--- config.mk ---
export PLATFORM = sky130hd
export DESIGN_NAME = fir_lowpass_8tap
export DESIGN_NICKNAME = d
export VERILOG_FILES = /design/src/hdl/fir8_pkg.sv /design/src/hdl/fir_lowpass_8tap.sv
export SDC_FILE = /design/constraint.sdc
export NUM_CORES = 1
export LEC_CHECK = 0
export BUFFER_PORTS_ARGS = -buffer_cell sky130_fd_sc_hd__buf_2
export CAP_MARGIN = 30
export CORE_ASPECT_RATIO = 0.7
export CORE_MARGIN = 4
export CORE_UTILIZATION = 55
export DETAILED_ROUTE_END_ITERATION = 7
export HOLD_SLACK_MARGIN = 0.15
export PLACE_DENSITY_LB_ADDON = 0.12
export SETUP_SLACK_MARGIN = 0.1
export SYNTH_ARGS = -nofsm -noshare
export SYNTH_HDL_FRONTEND = slang
export SYNTH_SLANG_ARGS = --single-unit
--- constraint.sdc ---
create_clock -name clk -period 8.25 [get_ports clk]
set_input_delay 1.2375 -clock clk [delete_from_list [all_inputs] [get_ports clk]]
set_output_delay 1.2375 -clock clk [all_outputs]
set_load 0.02 [all_outputs]
--- src/hdl/fir8_pkg.sv ---
// Shared types and constants for the eight-tap low-pass FIR filter.
// Depends on nothing; the filter top level takes its defaults from here.
`default_nettype none

package fir8_pkg;

    // Coefficient format is fixed at Q1.15.
    localparam int COEF_WIDTH = 16;
    localparam int COEF_FRAC  = 15;
    localparam int COEF_COUNT = 8;

    // Coefficients are consumed four bits per cycle by the serial multiplier.
    localparam int DIGIT_WIDTH = 4;

    // The configuration index is one bit wider than the register list needs.
    localparam int CFG_ADDR_WIDTH = 4;

    // Default filter geometry.
    localparam int DEFAULT_TAPS         = 8;
    localparam int DEFAULT_SAMPLE_WIDTH = 16;

    typedef logic signed [COEF_WIDTH-1:0] coef_t;

    // Symmetric low-pass weights: 0.01, 0.05, 0.12, 0.32 rounded to Q1.15.
    localparam coef_t COEF_RESET [COEF_COUNT] = '{
        16'sd328, 16'sd1638, 16'sd3932, 16'sd10486,
        16'sd10486, 16'sd3932, 16'sd1638, 16'sd328
    };

endpackage

`default_nettype wire

--- src/hdl/fir_lowpass_8tap.sv ---
// Top level of the low-pass FIR filter: sample store, coefficient registers,
// digit-serial multiply-accumulate, saturation and output register. Uses fir8_pkg.
`default_nettype none

// Streaming FIR filter with a circular store of TAPS samples. Each sample
// accepted on the input stream is written at the write pointer, then weighted
// by coefficient k against the store entry at (pointer + k) mod TAPS; the
// exact sum is shifted right by 15 with floor rounding and clipped to the
// sample width, with m_tuser flagging a clipped result. The multiplier takes
// the coefficient four bits per cycle out of a shift register. One sample
// is accepted while idle, accumulated digit by digit over every tap, and then
// handed to the output register; no new sample is accepted until then.
// The output register lets the next sample start while a result waits.
// Coefficients reset to the low-pass set and are written through cfg_we,
// cfg_addr and cfg_data; indexes beyond the list are ignored.
module fir_lowpass_8tap #(
    parameter int TAPS         = fir8_pkg::DEFAULT_TAPS,
    parameter int SAMPLE_WIDTH = fir8_pkg::DEFAULT_SAMPLE_WIDTH
) (
    input  wire logic                                  clk,
    input  wire logic                                  rst_n,
    // Input stream. s_tdata: sample_in in the low bits, zero padded.
    input  wire logic                                  s_tvalid,
    output logic                                       s_tready,
    input  wire logic [(SAMPLE_WIDTH+7)/8*8-1:0]       s_tdata,
    // Output stream. m_tdata: sample_out in the low bits, zero padded.
    // m_tuser: saturated.
    output logic                                       m_tvalid,
    input  wire logic                                  m_tready,
    output logic [(SAMPLE_WIDTH+7)/8*8-1:0]            m_tdata,
    output logic                                       m_tuser,
    // Coefficient write port.
    input  wire logic                                  cfg_we,
    input  wire logic [fir8_pkg::CFG_ADDR_WIDTH-1:0]   cfg_addr,
    input  wire logic [fir8_pkg::COEF_WIDTH-1:0]       cfg_data
);

    localparam int DATA_W     = (SAMPLE_WIDTH + 7) / 8 * 8;
    localparam int PTR_W      = $clog2(TAPS);
    localparam int CIDX_W     = $clog2(fir8_pkg::COEF_COUNT);
    localparam int NUM_DIGITS = fir8_pkg::COEF_WIDTH / fir8_pkg::DIGIT_WIDTH;
    localparam int DIG_W      = $clog2(NUM_DIGITS);
    localparam int PP_W       = SAMPLE_WIDTH + fir8_pkg::DIGIT_WIDTH + 1;
    localparam int ACC_W      = SAMPLE_WIDTH + fir8_pkg::COEF_WIDTH + $clog2(TAPS);
    localparam int TOP_LSB    = fir8_pkg::COEF_FRAC + SAMPLE_WIDTH - 1;

    localparam logic [PTR_W-1:0] LAST_TAP   = PTR_W'(TAPS - 1);
    localparam logic [DIG_W-1:0] LAST_DIGIT = DIG_W'(NUM_DIGITS - 1);

    typedef enum logic [1:0] {
        ST_IDLE,
        ST_MAC,
        ST_FINISH
    } state_t;

    state_t                          state_reg, state_next;
    logic [PTR_W-1:0]                tap_reg, tap_next;
    logic [DIG_W-1:0]                digit_reg, digit_next;
    logic [PTR_W-1:0]                rd_ptr_reg, rd_ptr_next;
    logic [PTR_W-1:0]                wr_ptr_reg, wr_ptr_next;
    logic [fir8_pkg::COEF_WIDTH-1:0] coef_sr_reg, coef_sr_next;
    logic signed [ACC_W-1:0]         acc_reg, acc_next;
    logic                            m_valid_reg, m_valid_next;
    logic [SAMPLE_WIDTH-1:0]         out_data_reg, out_data_next;
    logic                            out_sat_reg, out_sat_next;

    fir8_pkg::coef_t                 coef_reg [fir8_pkg::COEF_COUNT];
    logic signed [SAMPLE_WIDTH-1:0]  store_reg [TAPS];

    logic                            in_fire;
    logic                            out_fire;
    logic [PTR_W-1:0]                tap_inc;
    logic [PTR_W-1:0]                rd_ptr_inc;
    logic [PTR_W-1:0]                wr_ptr_inc;
    logic [CIDX_W-1:0]               coef_idx_next_tap;
    logic signed [SAMPLE_WIDTH-1:0]  samp_sel;
    logic signed [fir8_pkg::DIGIT_WIDTH:0] digit_ext;
    logic signed [PP_W-1:0]          pp;
    logic signed [ACC_W-1:0]         acc_add;
    logic [ACC_W-TOP_LSB-1:0]        acc_top;
    logic                            overflow;
    logic [SAMPLE_WIDTH-1:0]         sat_value;

    assign in_fire  = s_tvalid && s_tready;
    assign out_fire = m_valid_reg && m_tready;

    assign s_tready = (state_reg == ST_IDLE);
    assign m_tvalid = m_valid_reg;
    assign m_tdata  = DATA_W'(out_data_reg);
    assign m_tuser  = out_sat_reg;

    // Pointer arithmetic wraps at TAPS, which need not be a power of two.
    assign tap_inc    = tap_reg + 1'b1;
    assign rd_ptr_inc = (rd_ptr_reg == LAST_TAP) ? '0 : rd_ptr_reg + 1'b1;
    assign wr_ptr_inc = (wr_ptr_reg == LAST_TAP) ? '0 : wr_ptr_reg + 1'b1;
    assign coef_idx_next_tap = CIDX_W'(tap_inc);

    // One digit of the coefficient times the selected sample. The top digit
    // carries the coefficient's sign; the lower digits are unsigned.
    assign samp_sel  = store_reg[rd_ptr_reg];
    assign digit_ext = (digit_reg == LAST_DIGIT)
                     ? {coef_sr_reg[fir8_pkg::DIGIT_WIDTH-1],
                        coef_sr_reg[fir8_pkg::DIGIT_WIDTH-1:0]}
                     : {1'b0, coef_sr_reg[fir8_pkg::DIGIT_WIDTH-1:0]};
    assign pp        = PP_W'(samp_sel) * PP_W'(digit_ext);
    assign acc_add   = ACC_W'(pp) <<< (int'(digit_reg) * fir8_pkg::DIGIT_WIDTH);

    // Floor shift by 15 is a bit select; the bits above the result must all
    // match its sign, or the value is clipped.
    assign acc_top   = acc_reg[ACC_W-1:TOP_LSB];
    assign overflow  = !((&acc_top) || !(|acc_top));
    assign sat_value = acc_reg[ACC_W-1] ? {1'b1, {(SAMPLE_WIDTH-1){1'b0}}}
                                        : {1'b0, {(SAMPLE_WIDTH-1){1'b1}}};

    // Sequencer next-state logic.
    always_comb
    begin
        state_next    = state_reg;
        tap_next      = tap_reg;
        digit_next    = digit_reg;
        rd_ptr_next   = rd_ptr_reg;
        wr_ptr_next   = wr_ptr_reg;
        coef_sr_next  = coef_sr_reg;
        acc_next      = acc_reg;
        m_valid_next  = out_fire ? 1'b0 : m_valid_reg;
        out_data_next = out_data_reg;
        out_sat_next  = out_sat_reg;
        unique case (state_reg)
            ST_IDLE:
            begin
                if (s_tvalid)
                begin
                    state_next   = ST_MAC;
                    tap_next     = '0;
                    digit_next   = '0;
                    rd_ptr_next  = wr_ptr_reg;
                    wr_ptr_next  = wr_ptr_inc;
                    coef_sr_next = coef_reg[0];
                    acc_next     = '0;
                end
            end
            ST_MAC:
            begin
                acc_next     = acc_reg + acc_add;
                coef_sr_next = coef_sr_reg >> fir8_pkg::DIGIT_WIDTH;
                digit_next   = digit_reg + 1'b1;
                if (digit_reg == LAST_DIGIT)
                begin
                    digit_next   = '0;
                    coef_sr_next = coef_reg[coef_idx_next_tap];
                    rd_ptr_next  = rd_ptr_inc;
                    tap_next     = tap_inc;
                    if (tap_reg == LAST_TAP)
                    begin
                        state_next = ST_FINISH;
                    end
                end
            end
            ST_FINISH:
            begin
                if (!m_valid_reg || m_tready)
                begin
                    m_valid_next  = 1'b1;
                    out_data_next = overflow ? sat_value
                                             : acc_reg[fir8_pkg::COEF_FRAC +: SAMPLE_WIDTH];
                    out_sat_next  = overflow;
                    state_next    = ST_IDLE;
                end
            end
            default:
            begin
                state_next = ST_IDLE;
            end
        endcase
    end

    // State and registered outputs.
    always_ff @(posedge clk or negedge rst_n)
    begin
        if (!rst_n)
        begin
            state_reg   <= ST_IDLE;
            tap_reg     <= '0;
            digit_reg   <= '0;
            rd_ptr_reg  <= '0;
            wr_ptr_reg  <= '0;
            m_valid_reg <= 1'b0;
        end
        else
        begin
            state_reg   <= state_next;
            tap_reg     <= tap_next;
            digit_reg   <= digit_next;
            rd_ptr_reg  <= rd_ptr_next;
            wr_ptr_reg  <= wr_ptr_next;
            m_valid_reg <= m_valid_next;
        end
    end

    // Datapath registers without reset.
    always_ff @(posedge clk)
    begin
        coef_sr_reg  <= coef_sr_next;
        acc_reg      <= acc_next;
        out_data_reg <= out_data_next;
        out_sat_reg  <= out_sat_next;
    end

    // Sample store: the newest sample goes in at the write pointer.
    always_ff @(posedge clk or negedge rst_n)
    begin
        if (!rst_n)
        begin
            for (int i = 0; i < TAPS; i++)
            begin
                store_reg[i] <= '0;
            end
        end
        else if (in_fire)
        begin
            store_reg[wr_ptr_reg] <= s_tdata[SAMPLE_WIDTH-1:0];
        end
    end

    // Coefficient registers; writes beyond the list are dropped.
    always_ff @(posedge clk or negedge rst_n)
    begin
        if (!rst_n)
        begin
            for (int i = 0; i < fir8_pkg::COEF_COUNT; i++)
            begin
                coef_reg[i] <= fir8_pkg::COEF_RESET[i];
            end
        end
        else if (cfg_we &&
                 (cfg_addr < fir8_pkg::CFG_ADDR_WIDTH'(fir8_pkg::COEF_COUNT)))
        begin
            coef_reg[cfg_addr[CIDX_W-1:0]] <= cfg_data;
        end
    end

`ifndef NO_ASSERTIONS
    // An accepted sample starts the first digit of the first tap.
    a_start: assert property (@(posedge clk) disable iff (!rst_n)
        in_fire |=> (state_reg == ST_MAC) && (tap_reg == '0) && (digit_reg == '0))
        else $error("accepted sample did not start the multiply-accumulate");

    // The tap counter and read pointer stay inside the store while working.
    a_range: assert property (@(posedge clk) disable iff (!rst_n)
        (state_reg == ST_MAC) |-> (tap_reg <= LAST_TAP) && (rd_ptr_reg <= LAST_TAP))
        else $error("tap counter or read pointer out of range");

    // A clipped result sits at one end of the sample range.
    a_sat: assert property (@(posedge clk) disable iff (!rst_n)
        (m_tvalid && m_tuser) |->
            (out_data_reg == {1'b1, {(SAMPLE_WIDTH-1){1'b0}}}) ||
            (out_data_reg == {1'b0, {(SAMPLE_WIDTH-1){1'b1}}}))
        else $error("saturation flag set on an unclipped value");
`endif

endmodule

`default_nettype wire
Word-level counts from Yosys, hierarchy flattened
Index checks and enable logic that the tools add are counted.

Input port bits: 41. Register bits after elaboration: 338. Output and inout bits: 19.

Bitwise gates (word level): 4. Reduce and logical (&&, ||, !) cells: 19. Add/sub/neg operators: 5. Magnitude comparators: 7. Multiplexer cells: 39. Equal/unequal tests: 10. Shifts and indexed selects: 1. $mul: 1.

Operators by type and width (count): 128-bit bitwise mux (2); 16-bit 2-to-1 mux (10); 16-bit binary-select mux with 3-bit select (2); 16-bit demux with 3-bit select (2); 35-bit one-hot mux with 2 select lines (1); 35-bit adder (1); 35-bit 2-to-1 mux (1); 21-bit by 4-bit <<< shifter with 35-bit output (1); 16-bit one-hot mux with 2 select lines (1); 16-bit by 5-bit multiplier with 21-bit output (1); 3-bit 2-to-1 mux (6); 4-bit greater-or-equal comparator, second input constant (4); 3-bit NOT with 4-bit output (4); 2-bit 2-to-1 mux (6); 3-bit one-hot mux with 2 select lines (2); 3-bit by 1-bit adder with 3-bit output, second input constant (3); 3-bit equality test, second input constant (3); 4-bit by 1-bit < comparator with 1-bit output, second input constant (2); 2-bit != test, second input constant (4); 2-bit one-hot mux with 3 select lines (1); 2-bit AND reduction (3); 1-bit logical AND (5); 5-bit 2-to-1 mux (1); 5-bit AND reduction (1); 13 further kinds (19).

Logic depth before layout (Yosys ltp)
Gate-level depths: netlist of the first run.

Depth after elaboration: 8. Gate-level depth with buffers: 30. Gate-level depth less buffers: 27.

Worst setup path after synthesis of the first run
No wires, ideal clock.

Path kind: flip-flop to flip-flop. Start point: register rd_ptr_reg[0]. End point: register acc_reg[33] (data pin). Cell stages (with the launch flop): 27. Clock period less this slack: 7.755 ns. Slack: 0.495 ns. Arrival: 7.486 ns. Library setup time: 0.270 ns. Buffers on the path: 2. Cells stage by stage: dfrtp_1 -> clkbuf_1 -> buf_1 -> mux4_2 -> mux2i_1 -> nand2b_1 -> fa_1 -> fa_1 -> fa_1 -> inv_1 -> fa_1 -> a21o_1 -> a21oi_4 -> o21bai_4 -> a2111oi_4 -> o31ai_2 -> a21oi_2 -> xnor2_1 -> mux4_2 -> ha_1 -> and2_1 -> and4_1 -> a21boi_0 -> o21a_1 -> a2111oi_0 -> o21a_1 -> nor3_1.

Word-level cells in the longest chain between the ends: 8.

RTL lines: start: declaration (RTL line fir_lowpass_8tap.sv:59) `logic [PTR_W-1:0] rd_ptr_reg, rd_ptr_next;`; start signal: assignment (RTL line fir_lowpass_8tap.sv:194) `rd_ptr_reg <= rd_ptr_next;`; 3-bit NOT with 4-bit output (not written as such) (RTL line fir_lowpass_8tap.sv:100) `assign samp_sel = store_reg[rd_ptr_reg];`; 16-bit binary-select mux with 3-bit select (RTL line fir_lowpass_8tap.sv:100); 16-bit 2-to-1 mux (not written as such) (2 in series) (RTL line fir_lowpass_8tap.sv:100); 16-bit by 5-bit multiplier with 21-bit output (RTL line fir_lowpass_8tap.sv:105) `assign pp = PP_W'(samp_sel) * PP_W'(digit_ext);`; 21-bit by 4-bit <<< shifter with 35-bit output (RTL line fir_lowpass_8tap.sv:106) `assign acc_add = ACC_W'(pp) <<< (int'(digit_reg) * fir8_pkg::DIGIT_WIDTH);`; 35-bit adder (RTL line fir_lowpass_8tap.sv:144) `acc_next = acc_reg + acc_add;`; 35-bit one-hot mux with 2 select lines (RTL line fir_lowpass_8tap.sv:128) `unique case (state_reg)`; end signal: assignment (RTL line fir_lowpass_8tap.sv:204) `acc_reg <= acc_next;`; end: declaration (RTL line fir_lowpass_8tap.sv:62) `logic signed [ACC_W-1:0] acc_reg, acc_next;`.

No other way between the ends. The select of a mux whose other input is x is not followed. A chain may end at the register's enable or synchronous reset.

Worst setup path after layout of the first run
Start point: register rd_ptr_reg[0]. End point: register acc_reg[19] (data pin).

The elaborated chain is that of the path after synthesis.

==> flow_summary.toml, run 1 <==
[clocking]
cts_max_level = 2
cts_buffers = 36
cts.path.max_buffers = 3
clk_pin_slew_ns = 0.06
cts_hold_buf = 0
clockRootBuffer = "clkbuf_16"
cts.sinks = 338
cts_tree = "built"
insertion_delay_ns = 0.55

[power_and_ir_drop]
vdd_drop_max_uv = 229
total_power_mw = 9.35
powerDensity_nw_per_um2 = 414
power_leakage_nw = 10.3

[yosys]
async_reset_ff_share_pct = 79.9
netlist_instances = 1657
post_synth_num_cell_types = 68
synth_flop_cell = "dfrtp_1"
synthesis.area_um2 = 20100
yosysWarnings = 0
synth_seq_cells = 338
syn_nets = 1828
synth_sequential_area_ratio_pct = 44.1
synth_edf_count = 68
avgSynthCellArea_um2 = 12.1

[sta]
hold_viol = 0
relSlewSlack_pct = 20.4
finalSetupTns_ns = 0
fin_crit_sh_pct = 94.1
maxSlewViolCount = 0
fmax_mhz = 129
tightest_slew_ns = 1.19
period_needed_ns = 7.76
clock_skew_ns = 0.0275
finalSetupViolCount = 0
rsz0062_at_grt = "yes"

[setup_path]
reg2reg_from = "rd_ptr_reg[0]"
critPathRequiredTime_ns = 8.52
crit_top_cell = "fa_1"
end_kind = "register"
cp.arrival_ns = 8.04
critical_path_class = "reg2reg"
cp-start-kind = "register"
crit_start = "rd_ptr_reg[0]"
slowest_stage = "dfrtp_4"
crit_fanout = 14
slowest_delay_ns = 0.55

[global_routing]
grt_pass1_vias = 13400
grt_pass1_wl_um = 71900
antenna_found_initial = 2
grt-ovfl-total = 0
grt_usage_pct = 22.2
grt_max_degree = 196

[min_path]
hold_class = "reg2reg"
hold_start = "store_reg[11]"

[layout]
n_antenna_cell = 0
final_cell_mix = "256 x mux2_2, 218 x dfrtp_1, 103 x inv_1, 97 x nand2_1, 84 x nor2_1"
final_common_cell = "mux2_2"
final_nets = 1896
layout-drive-gt1-share_pct = 33.1
syn2layout_area_growth_pct = 12.4
fillers = 2788

[place]
portBuffers = 59
post-dp-hpwl_um = 30500
finalWeightedCongestion = 0.906

[floorplan]
die_y_um = 168
start_util_pct = 55.9
coreArea_um2 = 36000
num_rows = 58
die_w_um = 237
ios = 60
die_area_um2 = 39700

[route]
viasPerCell = 5.84
post_drt_wl_per_cell_um = 19.9
vias = 13000
remaining_drc_errors = 0
ant_nets = 0
dr.pass1.iters = 7
drt_iter0_drc = 816
routed_wl_um = 44500

[outcome]
status = "completed"

[run]
maxCapViolCount = 0
[metal layers]
| layer | vias up | track usage, % | share of wire [%] |
|---|---|---|---|
| met5 | - | 0 | 0.034 |
| met4 | 4 | 5.33 | 1.9 |
| met3 | 63 | 3.82 | 4.7 |
| met2 | 264 | 34.2 | 45 |
| met1 | 6618 | 33.4 | 48 |
| li1 | 6076 | - | - |
[final cells by class]
cell class | instances | area [um^2] | area share (%)
clock buffer | 53 | 1110 | 4.91
clock inverter | 11 | 144 | 0.637
inverter | 105 | 394 | 1.74
multi-input combinational | 1136 | 10600 | 47.1
sequential | 338 | 8870 | 39.2
tap | 480 | 601 | 2.66
timing repair buffer | 108 | 848 | 3.75
[through the flow]
stage	std cells	utilization, %	hold WS (ns)	setup WS [ns]	instance area [um^2]
floorplan	1657	-	0.453	0.495	20100
global placement	2149	58.3	0.467	0.331	21000
detailed placement	2159	58.9	0.476	0.116	21200
CTS	2223	62.4	0.492	0.226	22500
global route	2231	62.8	0.512	0.0822	22600
finish	2231	62.8	0.492	0.488	22600
[cells by family (layout without fill, tap and decap cells)]
logic type | Yosys count | in the layout | synth area share (%)
DFF | 338 | 338 | 44.1
xor gates and xnor gates | 35 | 35 | 1.59
and+or+nand+nor | 356 | 356 | 8.65
muxes | 372 | 372 | 24.3
adders and majority gates | 130 | 130 | 9.99
AOI/OAI and AO/OA | 243 | 243 | 7.95
buffers and inverters | 183 | 277 | 3.47
[final timing paths]
kind	to	slack [ns]	cells past startpoint
min in group asynchronous	store_reg[43]	0.66	1
max in group asynchronous	rd_ptr_reg[0]	6.00	2
max reg2reg	acc_reg[19]	0.49	25
max	acc_reg[19]	0.49	25
min reg2reg	store_reg[11]	0.49	1
min	store_reg[11]	0.49	1
[power by group]
part / switching [mW] / total, mW / internal [mW] / leakage, nW
Combinational: 2.74 / 4.99 / 2.24 / 5.60
Clock: 0.697 / 1.70 / 1.01 / 0.618
Sequential: 0.298 / 2.66 / 2.36 / 4.11
Total: 3.74 / 9.35 / 5.62 / 10.3
[cell usage after synthesis, types with 4 or more instances]
master / count / share of area (%)
o21ai_1: 5 / 0.12
mux4_2: 67 / 7.5
nand4_1: 4 / 0.12
o21ai_0: 56 / 1.4
edfxtp_1: 68 / 10
dfrtp_1: 220 / 27
nand3b_1: 4 / 0.15
clkbuf_1: 62 / 1.2
xnor2_1: 25 / 1.1
a21oi_1: 58 / 1.4
nand2b_1: 16 / 0.50
or3_1: 6 / 0.19
dfstp_2: 50 / 6.5
ha_1: 79 / 4.9
mux2i_1: 48 / 2.4
o31ai_1: 4 / 0.15
o21bai_1: 10 / 0.37
fa_1: 51 / 5.1
nor2b_1: 69 / 2.1
a21o_1: 46 / 1.7
o21a_1: 11 / 0.41
nor3b_1: 6 / 0.22
or2_2: 5 / 0.16
nand3_1: 18 / 0.45
nor2_1: 84 / 1.6
inv_1: 103 / 1.9
buf_1: 8 / 0.15
a31oi_1: 6 / 0.19
nand2_1: 98 / 1.8
o211ai_1: 4 / 0.15
o22ai_1: 5 / 0.16
a211oi_1: 8 / 0.30
xor2_1: 9 / 0.39
buf_2: 8 / 0.20
and2_1: 9 / 0.28
nor3_1: 24 / 0.60
mux2_2: 256 / 14
and3_1: 6 / 0.19
[critical path: cells and delay by family, from the launching register on]
kind            cells  cell delay [ns]
xor+xnor            2             0.30
mux                 3             1.22
buf+inv             3             0.46
compound gates      9             2.29
flops               1             0.55
fa+ha+maj           5             2.30
simple gates        3             0.37
[timing repair]
| item | in CTS | in global routing |
|---|---|---|
| gates resized for setup | 1 | 15 |
| buffers inserted | 0 | 7 |
| pin swaps | 0 | 1 |
| endpoints found under the setup margin | 1 | 13 |
(Power assumes the default switching activity.)
==> run 2, diff against run 1 <==
- CELL_PAD_IN_SITES_DETAIL_PLACEMENT: not set -> 2
- CELL_PAD_IN_SITES_GLOBAL_PLACEMENT: not set -> 2
- CORE_UTILIZATION: 55 -> 40
==> run 2 against run 1 <==
Effect of this change:
- sequential cell count is the same
- clock-buffer cell count up 5
- clock power barely moved
- combinational power is 7.2% higher
- cell area rose by 1.9%
- critical path type unchanged
- highest routed layer unchanged
==> flow_summary.toml, run 2 (synthesized netlist as in run 1, its figures left out) <==
[layout]
final_cell_mix = "256 x mux2_2, 217 x dfrtp_1, 103 x inv_1, 97 x nand2_1, 83 x nor2_1"
fillers = 4928
design_area_um2 = 23000
syn2layout_area_growth_pct = 14.5
final_nets = 1914
final_common_cell = "mux2_2"
layout-drive-gt1-share_pct = 34.4
n_antenna_cell = 0

[place]
finalWeightedCongestion = 0.816
postPlaceCellArea_um2 = 21500
place_ws_ns = -0.168
post-dp-hpwl_um = 38600
portBuffers = 59

[setup_path]
cp.buffers_inverters = 3
end_kind = "register"
slowest_stage = "fa_1"
crit_fanout = 6
cp-start-kind = "register"
cp.arrival_ns = 8.08
critPathRequiredTime_ns = 8.55
slowest_delay_ns = 0.56
path_delay_family = "adder cells"
crit_top_cell = "fa_1"
critical_path_class = "reg2reg"

[sta]
hold_viol = 0
period_needed_ns = 7.78
clock_skew_ns = 0.0258
fin_crit_sh_pct = 94.3
finalSetupTns_ns = 0
rsz0062_at_grt = "no"
tightest_slew_ns = 1.01
fmax_mhz = 129
setup_ws_ns = 0.470
relSlewSlack_pct = 32.4
maxSlewViolCount = 0
finalSetupViolCount = 0

[global_routing]
grt-ovfl-total = 0
antenna_found_initial = 2
grt_usage_pct = 20.7
grt_max_degree = 124
grt_pass1_vias = 14800
grt_pass1_wl_um = 88300

[power_and_ir_drop]
powerDensity_nw_per_um2 = 424
p_clk_share_pct = 17.6
vdd_drop_max_uv = 180
pwr-share-comb_pct = 54.8
switching_power_mw = 4.07
p_seq_share_pct = 27.6
power_leakage_nw = 10.4
internal-power_mw = 5.70
sw_frac_of_total_pct = 41.6

[run]
maxCapViolCount = 0

[floorplan]
num_rows = 68
die_y_um = 196
die_area_um2 = 54000
ios = 60
die_w_um = 276
coreArea_um2 = 49500
start_util_pct = 40.6

[route]
dr.max_layer_used = "met5"
viasPerCell = 5.49
vias = 13400
wl_met1_um = 27200
dr_wl_met3_um = 1220
drt_iter0_drc = 645
routed_wl_um = 55300
dr.pass1.iters = 4
ant_nets = 0
post_drt_wl_per_cell_um = 22.7
met2_length_um = 26000
remaining_drc_errors = 0

[clocking]
cts_hold_buf = 0
cts_tree = "built"
cts_buffers = 37
cts.path.max_buffers = 3
clk_pin_slew_ns = 0.07
insertion_delay_ns = 0.57
cts.sinks = 338
clockRootBuffer = "clkbuf_16"
cts_max_level = 2

[outcome]
status = "completed"

[min_path]
hold_class = "reg2reg"
==> run 2: changes by cell type in the layout (fill, tap and decap cells not counted), sizes merged <==
cell,previous run,this run
inv,109,105
bufinv,2,1
clkinv,4,9
buf,108,125
clkbuf,53,58
clkinvlp,1,0
==> run 2: power by group through the flow <==
stage	Clock (mW)	Combinational [mW]	Sequential (mW)
6_report	1.72	5.35	2.70
5_1_grt	1.85	5.99	2.76
4_1_cts	1.77	5.28	2.71
3_5_place_dp	0	5.22	2.73
3_3_place_gp	0	5.04	2.70
2_1_floorplan	0	3.86	2.54
==> run 2: per-stage QoR <==
stage	hold slack (ns)	util (%)	power, mW	instances
floorplan	0.453	-	6.40	1657
global placement	0.463	43.1	7.74	2353
detailed placement	0.483	43.5	7.95	2360
CTS	0.496	46.0	9.76	2428
global route	0.503	46.5	10.6	2437
finish	0.492	46.5	9.77	2437
==> run 2: timing repair <==
action                                  CTS  global route
gates resized for setup                   4            27
endpoints found under the setup margin    3            17
buffers inserted                          0             6
cloned                                    0             0
pin swaps                                 0             3
==> run 2: worst reg2reg max path, cell delays in order (launching register included) <==
cell and delay, ns:
dfrtp_4 0.46, buf_4 0.21, mux4_2 0.51, mux2i_1 0.23
buf_4 0.21, nand2b_1 0.14, fa_1 0.45, fa_1 0.49
fa_1 0.56, inv_1 0.07, fa_1 0.46, a21o_1 0.23
a21oi_4 0.21, o21bai_4 0.09, a2111oi_4 0.40, o31ai_2 0.12
a21oi_2 0.15, xnor2_1 0.17, mux4_2 0.54, ha_2 0.40
and2_1 0.15, and4_2 0.29, a21boi_0 0.11, o21a_1 0.27
a2111oi_4 0.39, o21a_1 0.15, nor3_1 0.04
==> run 2: path summary, 6_finish.rpt <==
kind                               start             to  slack [ns]  cells after the start
setup reg to reg           rd_ptr_reg[0]    acc_reg[33]        0.47                     26
hold / removal             store_reg[11]  store_reg[11]        0.49                      1
hold reg to reg            store_reg[11]  store_reg[11]        0.49                      1
setup / recovery           rd_ptr_reg[0]    acc_reg[33]        0.47                     26
max in group asynchronous          rst_n  rd_ptr_reg[1]        5.94                      2
min in group asynchronous          rst_n  store_reg[62]        0.75                      1
==> run 2: per-layer routing <==
layer  GRT usage [%]  up-vias
li1                -     6120
met3            2.52       56
met2            33.5      113
met4            3.73        4
met5               0        -
met1            30.5     7089
==> run 2: layout make-up <==
type / count / area (um^2) / share of cell area (%)
multi-input cells: 1136 / 10700 / 46.4
repair buffers: 125 / 985 / 4.28
clock buffers: 58 / 1140 / 4.93
flip-flops and latches: 338 / 8870 / 38.5
inverters: 105 / 394 / 1.71
clock inverters: 10 / 130 / 0.565
well taps: 665 / 832 / 3.61
==> run 3, diff against run 2 <==
- CELL_PAD_IN_SITES_DETAIL_PLACEMENT: 2 -> 0
==> run 3 against run 2 <==
Effect of this change:
- die area unchanged
- hold slack got worse by 0.0023 ns
- global-route usage is 2.7 points lower
- critical path type unchanged
==> flow_summary.toml, run 3 (synthesized netlist as in run 1, its figures left out) <==
[global_routing]
grt-ovfl-total = 0
grt_pass1_wl_um = 76800
grt_pass1_vias = 13100
grt_max_degree = 124
antenna_found_initial = 2
grt_usage_pct = 18.1

[place]
portBuffers = 59
dp.cells = 2360
post-dp-hpwl_um = 33500
finalWeightedCongestion = 0.816
place_ws_ns = -0.100

[route]
viasPerCell = 5.33
remaining_drc_errors = 0
post_drt_wl_per_cell_um = 19.7
routed_wl_um = 48000
ant_nets = 0
dr.pass1.iters = 5
drt_iter0_drc = 755
vias = 13000

[sta]
finalSetupViolCount = 0
fin_crit_sh_pct = 93.8
clock_skew_ns = 0.0245
finalSetupTns_ns = 0
maxSlewViolCount = 0
hold_viol = 0
period_needed_ns = 7.74
fmax_mhz = 129
tightest_slew_ns = 0.995
relSlewSlack_pct = 33.5
setup_ws_ns = 0.513
rsz0062_at_grt = "no"

[power_and_ir_drop]
internal-power_mw = 5.60
switching_power_mw = 3.81
powerDensity_nw_per_um2 = 412
vdd_drop_max_uv = 211
power_leakage_nw = 10.3
p_clk_share_pct = 17.2
sw_frac_of_total_pct = 40.5
pwr-share-comb_pct = 54.4
p_seq_share_pct = 28.4

[layout]
fillers = 4575
final_cell_mix = "256 x mux2_2, 217 x dfrtp_1, 103 x inv_1, 97 x nand2_1, 83 x nor2_1"
n_antenna_cell = 0
layout-drive-gt1-share_pct = 33.3
final_util_pct = 46.1
syn2layout_area_growth_pct = 13.5
final_common_cell = "mux2_2"
instances_no_fill = 2431
final_nets = 1910

[floorplan]
ios = 60
die_area_um2 = 54000
die_w_um = 276
num_rows = 68
die_y_um = 196
start_util_pct = 40.6
coreArea_um2 = 49500

[clocking]
cts.sinks = 338
clockRootBuffer = "clkbuf_16"
cts.path.max_buffers = 3
cts_hold_buf = 0
cts_tree = "built"
cts_max_level = 2
clk_pin_slew_ns = 0.06
cts_buffers = 37
insertion_delay_ns = 0.56

[min_path]
holdPathStages = 1
min_to = "store_reg[11]"
hold_start = "store_reg[11]"
hold_class = "reg2reg"

[setup_path]
cp.arrival_ns = 8.01
crit_fanout = 7
r2r_slack_ns = 0.51
reg2reg_from = "rd_ptr_reg[0]"
critical_path_class = "reg2reg"
r2r_cells = 26
critPathRequiredTime_ns = 8.52
end_kind = "register"
worstReg2RegEnd = "acc_reg[33]"
cp-start-kind = "register"

[run]
maxCapViolCount = 0

[outcome]
status = "completed"
## run 3: cell types whose count changed in the layout (fill, tap and decap cells not counted), moves of 2 or more
cell,change
clkbuf_1,+2
mux2i_1,+4
mux2i_2,-4
ha_1,+2
a21oi_1,+3
a21oi_2,-3
ha_2,-2
buf_4,-2
clkinv_2,+3
clkbuf_8,-6
## run 3: power by group through the flow
stage          logic, mW  clock network, mW  registers (mW)
6_report            5.12               1.62            2.67
5_1_grt             5.76               1.75            2.72
4_1_cts             5.07               1.68            2.69
3_5_place_dp        5.04                  0            2.71
3_3_place_gp        5.04                  0            2.70
2_1_floorplan       3.86                  0            2.54
## run 3: through the flow
stage / cell area, um^2 / power, mW / hold slack (ns)
finish: 22800 / 9.41 / 0.490
global route: 22800 / 10.2 / 0.511
CTS: 22700 / 9.44 / 0.493
detailed placement: 21500 / 7.76 / 0.477
global placement: 21400 / 7.74 / 0.463
floorplan: 20100 / 6.40 / 0.453
## run 3: repair_timing
action	CTS	global route
buffers inserted	0	4
pin swaps	0	1
endpoints found under the setup margin	3	14
resized for setup	3	15
## run 3: cell type report
| cell class | count | area, um^2 | area share (%) |
|---|---|---|---|
| flip-flops and latches | 338 | 8870 | 38.8 |
| inverters | 105 | 394 | 1.73 |
| multi-input cells | 1136 | 10600 | 46.6 |
| clock buffers | 54 | 1060 | 4.65 |
| repair buffers | 121 | 927 | 4.06 |
| well taps | 665 | 832 | 3.64 |
| clock inverters | 12 | 110 | 0.482 |
## run 3: worst max-delay path, stage by stage, from the launching register on
cell	delay, ns
dfrtp_4	0.43
buf_4	0.19
mux4_2	0.50
mux2i_1	0.20
buf_4	0.19
nand2b_1	0.13
fa_1	0.46
fa_1	0.54
fa_1	0.55
inv_1	0.07
fa_1	0.46
a21o_1	0.23
a21oi_4	0.22
o21bai_4	0.09
a2111oi_4	0.39
o31ai_2	0.12
a21oi_2	0.15
xnor2_1	0.16
mux4_2	0.53
ha_1	0.38
and2_1	0.16
and4_1	0.29
a21boi_0	0.13
o21a_2	0.27
a2111oi_4	0.40
o21a_1	0.15
nor3_1	0.04
## run 3: how the worst max path moves through the flow
stage	from	slack (ns)	to	depth (start not counted)
2_1_floorplan	rd_ptr_reg[0]	0.49	acc_reg[33]	26
3_3_place_gp	rd_ptr_reg[0]	-0.09	acc_reg[34]	25
3_5_place_dp	rd_ptr_reg[0]	-0.10	acc_reg[34]	25
4_1_cts	rd_ptr_reg[0]	0.13	acc_reg[33]	24
5_1_grt	rd_ptr_reg[0]	0.13	acc_reg[33]	25
6_report	rd_ptr_reg[0]	0.51	acc_reg[33]	26
## run 3: routing by layer
metal  track usage, %  wire (um)
met1             28.8      25100
met2             26.1      20600
met3             2.80       1610
met5                0         14
met4             3.51        672
